**config.mk**
```make
export PLATFORM = sky130hd
export DESIGN_NAME = usg_div_cell
export DESIGN_NICKNAME = d
export VERILOG_FILES = /design/src/sv/uv_sphere_vertex_and_quad_gen_macros.svh /design/src/sv/usg_pkg.sv /design/src/sv/usg_div_cell.sv
export SDC_FILE = /design/constraint.sdc
export NUM_CORES = 1
export LEC_CHECK = 0
export ABC_CLOCK_PERIOD_IN_PS = 14100
export BUFFER_PORTS_ARGS = -buffer_cell sky130_fd_sc_hd__buf_2
export CAP_MARGIN = 20
export CORE_UTILIZATION = 57
export CTS_CLUSTER_DIAMETER = 200
export DETAILED_ROUTE_END_ITERATION = 8
export PLACE_DENSITY = 0.87
export SYNTH_ARGS = -nofsm -noshare
export SYNTH_HDL_FRONTEND = slang
export SYNTH_SLANG_ARGS = --single-unit
```
**constraint.sdc**
```tcl
create_clock -name i_clk -period 14.1 [get_ports i_clk]
set_input_delay 2.115 -clock i_clk [delete_from_list [all_inputs] [get_ports i_clk]]
set_output_delay 2.115 -clock i_clk [all_outputs]
set_load 0.01 [all_outputs]
```
**src/sv/uv_sphere_vertex_and_quad_gen_macros.svh**
```systemverilog
// Assertion macros for the UV sphere vertex and quad generator.
// Used by the top level; expects i_clk and i_rst_n in scope.
`ifndef UV_SPHERE_VERTEX_AND_QUAD_GEN_MACROS_SVH
`define UV_SPHERE_VERTEX_AND_QUAD_GEN_MACROS_SVH
`ifndef SYNTHESIS
`define USG_ASSERT(lbl, prop, msg) \
    lbl: assert property (@(posedge i_clk) disable iff (!i_rst_n) (prop)) else $error(msg);
`define USG_ASSERT_NEXT(lbl, pre, post, msg) \
    lbl: assert property (@(posedge i_clk) disable iff (!i_rst_n) (pre) |=> (post)) else $error(msg);
`else
`define USG_ASSERT(lbl, prop, msg)
`define USG_ASSERT_NEXT(lbl, pre, post, msg)
`endif
`endif

```
**src/sv/usg_pkg.sv**
```systemverilog
// Shared types, constants and the arctangent table of the sphere generator.
// No dependencies.
package usg_pkg;

    localparam int DIV_STEPS    = 17;
    localparam int CORDIC_STEPS = 24;

    localparam logic [1:0] REG_SLICES = 2'd0;
    localparam logic [1:0] REG_STACKS = 2'd1;
    localparam logic [1:0] REG_RADIUS = 2'd2;

    localparam logic signed [32:0] CORDIC_GAIN = 33'sd652032874;
    localparam logic [30:0]        HALF_PI_Q30 = 31'd1686629713;

    typedef struct packed {
        logic [7:0] st;
        logic [7:0] sl;
    } t_pt;

    typedef struct packed {
        t_pt         pt;
        logic [25:0] ru;
        logic [25:0] rv;
        logic [25:0] rp;
        logic [16:0] qu;
        logic [16:0] qv;
        logic [16:0] qp;
    } t_div;

    typedef struct packed {
        t_pt                pt;
        logic [16:0]        qu;
        logic [16:0]        qv;
        logic [1:0]         qa;
        logic [1:0]         qp;
        logic signed [32:0] xa;
        logic signed [32:0] ya;
        logic signed [32:0] za;
        logic signed [32:0] xp;
        logic signed [32:0] yp;
        logic signed [32:0] zp;
    } t_cor;

    function automatic logic signed [32:0] atan_q30(input logic [4:0] i);
        logic signed [32:0] r;
        case (i)
            5'd0:    r = 33'sd843314856;
            5'd1:    r = 33'sd497837829;
            5'd2:    r = 33'sd263043836;
            5'd3:    r = 33'sd133525158;
            5'd4:    r = 33'sd67021686;
            5'd5:    r = 33'sd33543515;
            5'd6:    r = 33'sd16775850;
            5'd7:    r = 33'sd8388437;
            5'd8:    r = 33'sd4194282;
            5'd9:    r = 33'sd2097149;
            5'd10:   r = 33'sd1048575;
            5'd11:   r = 33'sd524287;
            5'd12:   r = 33'sd262143;
            5'd13:   r = 33'sd131071;
            5'd14:   r = 33'sd65535;
            5'd15:   r = 33'sd32767;
            5'd16:   r = 33'sd16383;
            5'd17:   r = 33'sd8191;
            5'd18:   r = 33'sd4095;
            5'd19:   r = 33'sd2047;
            5'd20:   r = 33'sd1023;
            5'd21:   r = 33'sd511;
            5'd22:   r = 33'sd255;
            5'd23:   r = 33'sd127;
            default: r = 33'sd0;
        endcase
        return r;
    endfunction

endpackage

```
**src/sv/usg_div_cell.sv**
```systemverilog
// One restoring division step for the u, v and polar phase quotients.
// Depends on usg_pkg.
module usg_div_cell (
    input  logic               i_clk,
    input  logic               i_rst_n,
    input  logic [4:0]         i_step,
    input  logic [8:0]         i_dv_u,
    input  logic [8:0]         i_dv_v,
    input  logic               i_valid,
    input  usg_pkg::t_div      i_d,
    input  logic               i_down_en,
    output logic               o_en,
    output logic               o_valid,
    output usg_pkg::t_div      o_d
);
    logic          r_valid;
    usg_pkg::t_div r_d;
    usg_pkg::t_div n_d;
    logic [25:0]   du;
    logic [25:0]   dv;
    logic [16:0]   bit_m;

    assign o_en = !r_valid || i_down_en;

    always_comb begin
        du    = {17'd0, i_dv_u} << i_step;
        dv    = {17'd0, i_dv_v} << i_step;
        bit_m = 17'd1 << i_step;
        n_d   = i_d;
        if (i_d.ru >= du) begin
            n_d.ru = i_d.ru - du;
            n_d.qu = i_d.qu | bit_m;
        end
        if (i_d.rv >= dv) begin
            n_d.rv = i_d.rv - dv;
            n_d.qv = i_d.qv | bit_m;
        end
        if (i_d.rp >= dv) begin
            n_d.rp = i_d.rp - dv;
            n_d.qp = i_d.qp | bit_m;
        end
    end

    always_ff @(posedge i_clk) begin
        if (!i_rst_n) begin
            r_valid <= 1'b0;
        end else if (o_en) begin
            r_valid <= i_valid;
        end
        if (o_en) begin
            r_d <= n_d;
        end
    end

    assign o_valid = r_valid;
    assign o_d     = r_d;
endmodule

```
Word level (Yosys, flattened, before mapping) --
Cells that the tools add are included.
Storage, ports and cells: flip-flop bits (word level) 146, input port bits 172, output and inout port bits 147, logic and storage cells 29
Cells by class: add/sub/neg operators 3, magnitude comparators 3, shift-type cells 3, mux-type cells 6, bitwise operators 3, reductions and logical operators 2
Operators by type and width (count):
- $ge 26x26->1 | 3
- $mux 26 | 3
- $sub 26x26->26 | 3
- $shl 9x5->26 | 2
- $mux 17 | 3
- $or 17x17->17 | 3
- $shl 1x5->17 const A | 1
- $logic_not 1->1 | 1
- $logic_or 1x1->1 | 1

Logic depth before layout (Yosys ltp) --
depth in word-level cells 3, mapped depth 22, mapped depth without buffers 18

Worst setup path before layout --
Ideal clock, no wire load.
path kind input to output, from input port i_down_en, to output port o_en, arrival 5.691 ns, required time 11.985 ns, slack 6.294 ns, cell stages on the path 1, cells stage by stage nand2b_1
On the way: longest elaborated chain between the ends 1
Ends and longest elaborated chain:
- from (decl) | line usg_div_cell.sv:11 | input logic i_down_en,
- $logic_or 1x1->1 | line usg_div_cell.sv:23 | assign o_en = !r_valid || i_down_en;
- to (decl) | line usg_div_cell.sv:12 | output logic o_en,
Every way passes these cells.

==> flow_summary.yaml <==
outcome:
  status: "completed"
route:
  dr.pass1.iters: 6
  routed_wl_mm: 34.7
  remaining_drc_errors: 0
  final_antenna_net_count: 0
  avgViaCountPerCell: 6.31
  drtIter0Drc: 1033
  wl_per_cell_um: 21.0
  via_count: 10391
sta:
  rsz0062_at_grt: "false"
  relSlewSlack_pct: 25.7
  final-setup-viol-count: 0
  holdWs_ps: 974
  slew_violations: 0
  tightest_slew_ps: 1110
  skew_ps: 14.3
  post-route-period-util_pct: 50.9
  max_freq_ghz: 0.139
  finalCriticalPeriod_ps: 7180
  fin_tns_setup_ps: 0
  hold_viol_final: 0
synth:
  synthAdderAreaFrac_pct: 9.40
  synth_xor_area_share_pct: 5.83
  synth_edf_count: 145
  async_flop_share_pct: 0
  synthMuxAreaShare_pct: 4.68
  ys.flop_type: "edfxtp_1"
  synth-simple-area-share_pct: 13.8
  seq_area_frac_synth_pct: 40.5
  synth_top_family_by_area: "compound AO/OA/AOI/OAI gates"
  netlist_area_um2: 10800
  yosysWarnings: 0
  yosys.area.top_type_share_pct: 40.3
  syn_avg_cell_area_um2: 9.79
  synth_compound_area_share_pct: 22.6
  syn_nets: 1353
  synth.distinct_cells: 74
  ys_ff_latch: 146
  syn_inst: 1104
  synth_area_leaders: "edfxtp_1 40%, ha_1 8.6%, nand2_1 4.4%"
  synth_top_cell_by_area: "edfxtp_1"
floorplan:
  chipHeight_um: 140
  start_util_pct: 59.2
  rows: 49
  die_area_um2: 19500
  core_um2: 18300
  ios: 319
  die-width_um: 140
cells_and_area:
  area_delta_synth_final_pct: 21.7
  layout-drive-gt1-share_pct: 28.9
  nFillCells: 1387
  final_nets: 1650
critical_path:
  critical_path_class: "primary input to register"
  worst_ep_arrival_time_ps: 7370
  start_kind: "primary input"
  cp_max_fo: 61
  slowest_delay_ps: 910
  crit_slowest_cell: "nor3_1"
  path_cells: "buf_2, nor3_1, nand2_1, fa_1, a211oi_1, o21ai_0, a21oi_1, o311ai_1, o41ai_1, o31ai_1, a221o_1, a31oi_4, buf_4, mux2_2"
  endpoint_kind: "register"
  crit_required_ps: 14290
clock_network:
  numClockSinks: 146
  ctsResizeCount: 0
  cts_tree: "yes"
  htreeDepth: 4
  ctsRootBufferMaster: "clkbuf_16"
  postCtsSetupRepairBufs: 0
  cts.reportedPaths.clkPinSlew_ps: 70
  clockBufferDepth: 2
  insertion_delay_ps: 440
  numCtsBuffers: 17
  hold_buffers: 0
job:
  maxCapViolCount: 0
place:
  numPortBuffers: 318
  place_congestion: 0.985
  dp_hpwl_mm: 26.2
global_route:
  grt_pass1_vias: 9449
  grt_max_degree: 79
  antenna_found_initial: 5
  grtUsageTotal_pct: 35.1
  overflow: 0
  grt_pass1_wl_mm: 52.6
worst_hold_path:
  hp-class: "register to register"
pwr:
  p_leak_nw: 5.56
  power_density_nw_per_um2: 116
  ir_drop_uv: 88.2
  totalPowerFinal_mw: 1.52
final timing paths:
kind | from | endpoint | slack (ps) | cells after the start
max | i_step[2] | o_d[78] | 6920 | 14
min | o_valid | o_d[130] | 970 | 1
max reg2reg | o_valid | o_d[117] | 12060 | 2
min reg2reg | o_valid | o_d[130] | 970 | 1
flip-flops by register name, summed over array words and instances, names as in the netlist:
| signal | flops |
|---|---|
| o_d | 145 |
| o_valid | 1 |
worst max-delay path, delay by kind of cell:
kind            cells  cell delay [ps]
simple gates        2             1320
mux                 1              410
fa+ha+maj           1              530
compound gates      8             2120
buf+inv             2              810
metal layers:
layer | share of wire (%) | up-vias | routed length [um] | GRT usage [%]
met3 | 9.7 | 97 | 3350 | 7.57
met5 | 0 | - | 0 | 0
met2 | 48 | 631 | 16500 | 58.0
met1 | 39 | 4903 | 13600 | 44.9
met4 | 3.5 | 0 | 1230 | 13.8
li1 | - | 4760 | - | -
kinds of logic (layout without fill, tap and decap cells):
logic type	Yosys count	count (layout)
AOI/OAI and AO/OA	364	364
xor gates and xnor gates	72	72
adders and majority gates	80	80
buffers and inverters	78	388
DFF	146	146
muxes	44	44
other	0	5
and+or+nand+nor	320	320
where the power goes:
part	switching, mW	internal [mW]
sequential	0.0202	0.558
combinational	0.280	0.193
clock	0.218	0.252
cells in the mapped netlist (5+ instances only):
cell type / instances
a21boi_0: 7
a22oi_1: 17
xnor2_1: 45
a31oi_1: 8
and3_1: 8
clkbuf_1: 27
buf_2: 10
nand2b_1: 20
nand3_1: 20
xor2_1: 27
nor2b_1: 15
buf_1: 6
nor3_1: 17
ha_1: 74
nand4_1: 10
o211ai_1: 6
a31o_2: 13
o31ai_1: 13
mux2i_1: 19
o21ai_0: 87
o21a_1: 16
a211o_1: 6
inv_1: 28
or2_2: 5
nor2_1: 67
a21o_1: 24
a21oi_1: 74
mux2_2: 17
and2_1: 13
o22a_1: 5
a211oi_1: 11
o21bai_1: 40
nand2_1: 127
edfxtp_1: 145
mux2_1: 5
stage by stage:
| step | util [%] | instances | instance area (um2) | setup WS (ps) |
|---|---|---|---|---|
| finish | 72.0 | 1648 | 13200 | 6920 |
| global route | 72.0 | 1647 | 13200 | 6560 |
| CTS | 71.8 | 1642 | 13100 | 7040 |
| detailed placement | 68.6 | 1610 | 12500 | 6630 |
| global placement | 68.6 | 1610 | 12500 | 6790 |
| floorplan | - | 1104 | 10800 | 6290 |
layout by cell type (no fill, tap or decap), drive strengths merged, types with 19 or more instances in the layout:
cell type / instances
a21oi: 74
inv: 38
nand2: 127
mux2i: 19
xor2: 27
ha: 74
o21ai: 87
nand3: 20
nand2b: 20
mux2: 22
edfxtp: 145
nor2: 67
xnor2: 45
a21o: 24
buf: 327
o21bai: 40
cell type report:
class | count | area, um2 | area share (%)
Multi-Input combinational cell | 880 | 6110 | 46.5
Sequential cell | 146 | 4370 | 33.3
Timing Repair Buffer | 327 | 1670 | 12.7
Clock buffer | 17 | 425 | 3.23
Tap cell | 229 | 287 | 2.18
Clock inverter | 15 | 165 | 1.26
Inverter | 29 | 109 | 0.828
Antenna cell | 5 | 12.5 | 0.0951
(Power assumes the default switching activity.)
